`src/pmb_pkg.sv`:
```
// Peak meter ballistics: shared package.
// Holds field widths, register indexes, reset values and the config/flag structs.
// No dependencies.
package pmb_pkg;

  localparam int FIELD_W        = 16;
  localparam int LEVEL_BITS_DEF = 16;
  localparam int CFG_IDX_W      = 3;
  localparam int HOLD_W         = 8;

  localparam logic [CFG_IDX_W-1:0] CFG_STEREO_MODE      = 3'd0;
  localparam logic [CFG_IDX_W-1:0] CFG_ATTACK_COEFF     = 3'd1;
  localparam logic [CFG_IDX_W-1:0] CFG_GRAVITY_STEP     = 3'd2;
  localparam logic [CFG_IDX_W-1:0] CFG_HOLD_TICKS       = 3'd3;
  localparam logic [CFG_IDX_W-1:0] CFG_PEAK_DECAY       = 3'd4;
  localparam logic [CFG_IDX_W-1:0] CFG_CHANGE_THRESHOLD = 3'd5;

  localparam logic               RST_STEREO_MODE      = 1'b0;
  localparam logic [FIELD_W-1:0] RST_ATTACK_COEFF     = 16'd52429;
  localparam logic [FIELD_W-1:0] RST_GRAVITY_STEP     = 16'd131;
  localparam logic [HOLD_W-1:0]  RST_HOLD_TICKS       = 8'd120;
  localparam logic [FIELD_W-1:0] RST_PEAK_DECAY       = 16'd62259;
  localparam logic [FIELD_W-1:0] RST_CHANGE_THRESHOLD = 16'd66;

  typedef struct packed {
    logic               stereo_mode;
    logic [FIELD_W-1:0] attack_coeff;
    logic [FIELD_W-1:0] gravity_step;
    logic [HOLD_W-1:0]  hold_ticks;
    logic [FIELD_W-1:0] peak_decay;
    logic [FIELD_W-1:0] change_threshold;
  } cfg_t;

  typedef struct packed {
    logic changed;
    logic active;
  } flags_t;

endpackage

```
`src/pmb_chan.sv`:
```
// Peak meter ballistics: one channel's level, velocity, peak and hold state.
// Computes the next state combinationally and updates it when enabled.
// Depends on pmb_pkg.
module pmb_chan #(
  parameter int LEVEL_BITS = pmb_pkg::LEVEL_BITS_DEF
) (
  input  logic                        clk,
  input  logic                        rst_n,
  input  logic                        upd,
  input  logic [pmb_pkg::FIELD_W-1:0] target,
  input  pmb_pkg::cfg_t               cfg,
  output logic [pmb_pkg::FIELD_W-1:0] level_o,
  output logic [pmb_pkg::FIELD_W-1:0] peak_o,
  output pmb_pkg::flags_t             flags
);
  import pmb_pkg::*;

  localparam int L  = LEVEL_BITS;
  localparam int PW = L + 16;
  localparam int SW = L + 18;

  logic [L-1:0]      level_r, level_nxt;
  logic [L-1:0]      peak_r, peak_nxt;
  logic [HOLD_W-1:0] hold_r, hold_nxt;
  logic [L:0]        vel_r, vel_nxt;

  logic [PW-1:0] tgt_w;
  logic [L-1:0]  tgt;
  logic          rise;
  logic [L-1:0]  gap;
  logic [PW-1:0] att_prod;
  logic [PW:0]   att_rnd;
  logic [L:0]    step;
  logic [SW-1:0] vsum;
  logic [L:0]    vel_max;
  logic [L:0]    v_sat;
  logic [L:0]    lvl_w;
  logic [L:0]    fall_w;
  logic [PW-1:0] dec_prod;
  logic [L-1:0]  diff;
  logic [PW-1:0] thr_w;
  logic [PW-1:0] lvl_out_w;
  logic [PW-1:0] pk_out_w;

  always_comb begin
    tgt_w    = PW'(target);
    tgt      = tgt_w[L-1:0];
    rise     = tgt > level_r;
    gap      = tgt - level_r;
    att_prod = PW'(gap) * PW'(cfg.attack_coeff);
    att_rnd  = {1'b0, att_prod} + (PW+1)'(32768);
    step     = att_rnd[PW:16];
    vsum     = SW'(vel_r) + SW'(cfg.gravity_step);
    vel_max  = '1;
    v_sat    = (vsum > SW'(vel_max)) ? vel_max : vsum[L:0];
    lvl_w    = {1'b0, level_r};
    fall_w   = (v_sat >= lvl_w) ? '0 : (lvl_w - v_sat);
    dec_prod = PW'(peak_r) * PW'(cfg.peak_decay);

    if (rise) begin
      level_nxt = level_r + step[L-1:0];
      vel_nxt   = '0;
    end else if (fall_w[L-1:0] < tgt) begin
      level_nxt = tgt;
      vel_nxt   = '0;
    end else begin
      level_nxt = fall_w[L-1:0];
      vel_nxt   = v_sat;
    end

    if (level_nxt > peak_r) begin
      peak_nxt = level_nxt;
      hold_nxt = cfg.hold_ticks;
    end else if (hold_r != '0) begin
      peak_nxt = peak_r;
      hold_nxt = hold_r - 1'b1;
    end else begin
      peak_nxt = dec_prod[PW-1:16];
      hold_nxt = hold_r;
    end

    diff          = (level_nxt > level_r) ? (level_nxt - level_r) : (level_r - level_nxt);
    thr_w         = PW'(cfg.change_threshold);
    flags.changed = PW'(diff) > thr_w;
    flags.active  = (PW'(level_nxt) > thr_w) || (PW'(peak_nxt) > thr_w);
    lvl_out_w     = PW'(level_nxt);
    pk_out_w      = PW'(peak_nxt);
    level_o       = lvl_out_w[FIELD_W-1:0];
    peak_o        = pk_out_w[FIELD_W-1:0];
  end

  always_ff @(posedge clk) begin
    if (!rst_n) begin
      level_r <= '0;
      peak_r  <= '0;
      hold_r  <= '0;
      vel_r   <= '0;
    end else if (upd) begin
      level_r <= level_nxt;
      peak_r  <= peak_nxt;
      hold_r  <= hold_nxt;
      vel_r   <= vel_nxt;
    end
  end

  a_rise_clears_vel: assert property (@(posedge clk) disable iff (!rst_n)
    (upd && rise) |=> (vel_r == '0))
    else $error("fall velocity not cleared after rise");

  a_hold_keeps_peak: assert property (@(posedge clk) disable iff (!rst_n)
    (upd && (hold_r != '0) && !(level_nxt > peak_r)) |=> (peak_r == $past(peak_r)))
    else $error("peak moved during hold");

  a_peak_tracks_level: assert property (@(posedge clk) disable iff (!rst_n)
    (upd && (level_nxt > peak_r)) |=> (peak_r == level_r))
    else $error("peak not captured from level");

endmodule

```
`config.mk`:
```
export PLATFORM = sky130hd
export DESIGN_NAME = pmb_chan
export DESIGN_NICKNAME = d
export VERILOG_FILES = /design/src/pmb_pkg.sv /design/src/pmb_chan.sv
export SDC_FILE = /design/constraint.sdc
export NUM_CORES = 2
export LEC_CHECK = 0
export ABC_AREA = 1
export ABC_CLOCK_PERIOD_IN_PS = 27900
export CAP_MARGIN = 20
export CORE_ASPECT_RATIO = 0.6
export CORE_MARGIN = 2
export CORE_UTILIZATION = 50
export CTS_BUF_LIST = sky130_fd_sc_hd__clkbuf_16
export CTS_CLUSTER_SIZE = 14
export DETAILED_ROUTE_END_ITERATION = 7
export DONT_BUFFER_PORTS = 1
export PLACE_DENSITY = 0.72
export SYNTH_ARGS = -nofsm -noshare
export SYNTH_HDL_FRONTEND = slang
export SYNTH_SLANG_ARGS = --single-unit
```
`constraint.sdc`:
```
create_clock -name clk -period 27.9 [get_ports clk]
set_input_delay 2.79 -clock clk [delete_from_list [all_inputs] [get_ports clk]]
set_output_delay 2.79 -clock clk [all_outputs]
set_load 0.02 [all_outputs]
```
==> metrics.csv <==
metric,value,unit
cap_violations,0,
tightestPinTransition,1.079,ns
cp.depth,69,
rsz0062_at_grt,false,
rows,64,
synth_top_cell_area_share,29.96,%
htree_levels,3,
synthTopCellsByCount,"nand2_1 (836), inv_1 (835), ha_1 (405), fa_1 (392)",
die-area,54300,um2
worstPathBufferInverterCount,10,
clkSlewWorstSetupHoldPaths,0.06,ns
grt_max_degree,49,
tns,0,ns
cts_root_buf,clkbuf_16,
nFillCells,5016,
final_layout_size_suffix_gt1_share,2.708,%
avgSynthCellArea,7.213,um2
reg2reg_depth,64,
ys_seq_area_share,4.356,%
async_flop_share,0,%
die_y,181.3,um
finClkSkew,0.005448,ns
synth_edf_count,0,
totalWireLength,76920,um
reg2reg_from,level_r[1],
slew_headroom,26.18,%
dp_hpwl,66580,um
hp-class,flop to flop,
ys_types,58,
slowest_delay,0.97,ns
cts_buffers,9,
finalSetupViolCount,0,
critPathCaptureType,output pin,
yosys.area.top_type,fa_1,
cts_setup_buffers,0,
grtUsageTotal,29.11,%
grt_pass1_vias,21909,
status,"finished, final reports clean",
cts_resized,0,
cts_tree,done,
fp.dieW,299.5,um
hold_buffers,0,
rr_endpoint,peak_r[12],
max_freq,45.78,MHz
grt_pass1_wl,123400,um
clock_latency,0.35,ns
ys_warn_count,0,
hold_viol_final,0,
ctsLongestPathBuffers,2,
grt_overflow,0,
drtIter0Drc,2206,
syn_area,26200,um2
ys_ff_latch,57,
antenna_found_initial,1,
ant_nets,0,
drt_pass1_iterations,5,
coreArea,51330,um2
place_congestion,0.9965,
crit_type,input port to output pin,
period_minus_slack,21.84,ns
critPathMaxFanout,20,
num_antenna_cells,0,
post-route-period-util,78.29,%
viasPerCell,5.346,
cp_data_arrival_time,19.05,ns
syn-num-nets,4521,
vias,22655,
reg2reg_setup_slack,12.68,ns
start_util,51.04,%
start_kind,input port,
syn_inst,3632,
io_buffers,0,
drc_errors,0,
slew_viol_final,0,
cts_sinks,57,
critPathMostFrequentCell,nand2_1,
synth.most_common_cell,nand2_1,
wl_per_cell,18.15,um
required,25.11,ns
cp-startpoint,target[2],
slowest_stage,a2111oi_0,
critPathTopFamily,simple AND/OR/NAND/NOR gates,
area_growth,3.334,%
synthFlopType,dfxtp_1,
ios,126,
synthTopCellsByArea,"fa_1 (30%), ha_1 (19%), nand2_1 (12%)",
endpoint,flags[1],
finalNetCount,4429,
[how the worst min path moves through the flow]
stage	startpoint	end	slack, ns	depth (start not counted)
finish	vel_r[5]	vel_r[5]	0.47	2
floorplan	vel_r[0]	vel_r[0]	0.45	2
global placement	vel_r[3]	vel_r[3]	0.46	2
global route	vel_r[8]	vel_r[8]	0.50	2
CTS	vel_r[5]	vel_r[5]	0.48	2
detailed placement	vel_r[3]	vel_r[3]	0.46	2
[per-stage QoR]
step                      instances  utilization, %  hold slack (ns)  setup WS [ns]  cell area (um2)
after floorplan                3632               -           0.4491          10.64            26200
after global placement         4220           52.05           0.4612          6.654            26720
after detailed placement       4220           52.05           0.4633          6.616            26720
after CTS                      4236           52.69           0.4755          6.555            27040
after global routing           4238           52.74           0.5004          5.170            27070
final                          4238           52.74           0.4746          6.058            27070
[area by class of cell]
cell class                      instances  area, um2  share of cell area, %
Clock inverter                          7      102.6                 0.3790
Timing Repair Buffer                   17      140.1                 0.5177
Multi-Input combinational cell       2595      21360                  78.92
Tap cell                              693      867.1                  3.203
Inverter                              860       3231                  11.93
Sequential cell                        57       1141                  4.215
Clock buffer                            9      225.2                 0.8319
[registers in the layout (all words and copies together) (netlist names)]
register	cells
peak_r	16
vel_r	17
hold_r	8
level_r	16
[kinds of logic after synthesis]
family / after synthesis / synth area share [%]
flip-flops: 57 / 4.356
multiplexers: 3 / 0.1146
adder cells (fa/ha/maj): 797 / 49.30
AND/OR/NAND/NOR: 1280 / 19.91
AO/OA/AOI/OAI: 438 / 9.633
buffers and inverters: 980 / 14.11
XOR/XNOR: 77 / 2.574
[worst register-to-register path, delay by kind of cell, from the launching register on]
kind                       cells  cell delay, ns
and+or+nand+nor               29            5.01
adders and majority gates     10            4.46
AOI/OAI and AO/OA             13            2.78
buffers and inverters         11            2.24
DFF                            1            0.52
xor gates and xnor gates       1            0.14
[routing by layer]
metal	track usage [%]	routed length [um]	vias to the layer above	share of wire (%)
met3	11.23	10240	53	13
met5	0	16	-	0.021
met4	3.560	894	2	1.2
met1	46.19	38150	10708	50
met2	37.04	27630	933	36
li1	-	-	10959	-
[cell usage in the layout (no fill, tap or decap), types with 13 or more instances in the layout]
cell | netlist | final
or2_2 | 14 | 14
nand2_2 | 13 | 13
buf_4 | 0 | 16
inv_1 | 835 | 834
o21ai_0 | 89 | 89
a31oi_1 | 13 | 13
nand2_1 | 836 | 836
ha_1 | 405 | 405
fa_1 | 392 | 392
nand3_1 | 137 | 137
nor3_1 | 24 | 23
dfxtp_1 | 57 | 57
a21oi_1 | 212 | 212
xor2_1 | 46 | 46
o21ai_1 | 23 | 23
nor2_1 | 212 | 212
inv_2 | 13 | 14
nand4_1 | 20 | 20
o211ai_1 | 19 | 19
o21a_1 | 14 | 14
xnor2_1 | 31 | 31
Power is not shown: default switching activity piles up to over one toggle a cycle in this logic, so the estimate is an artifact.
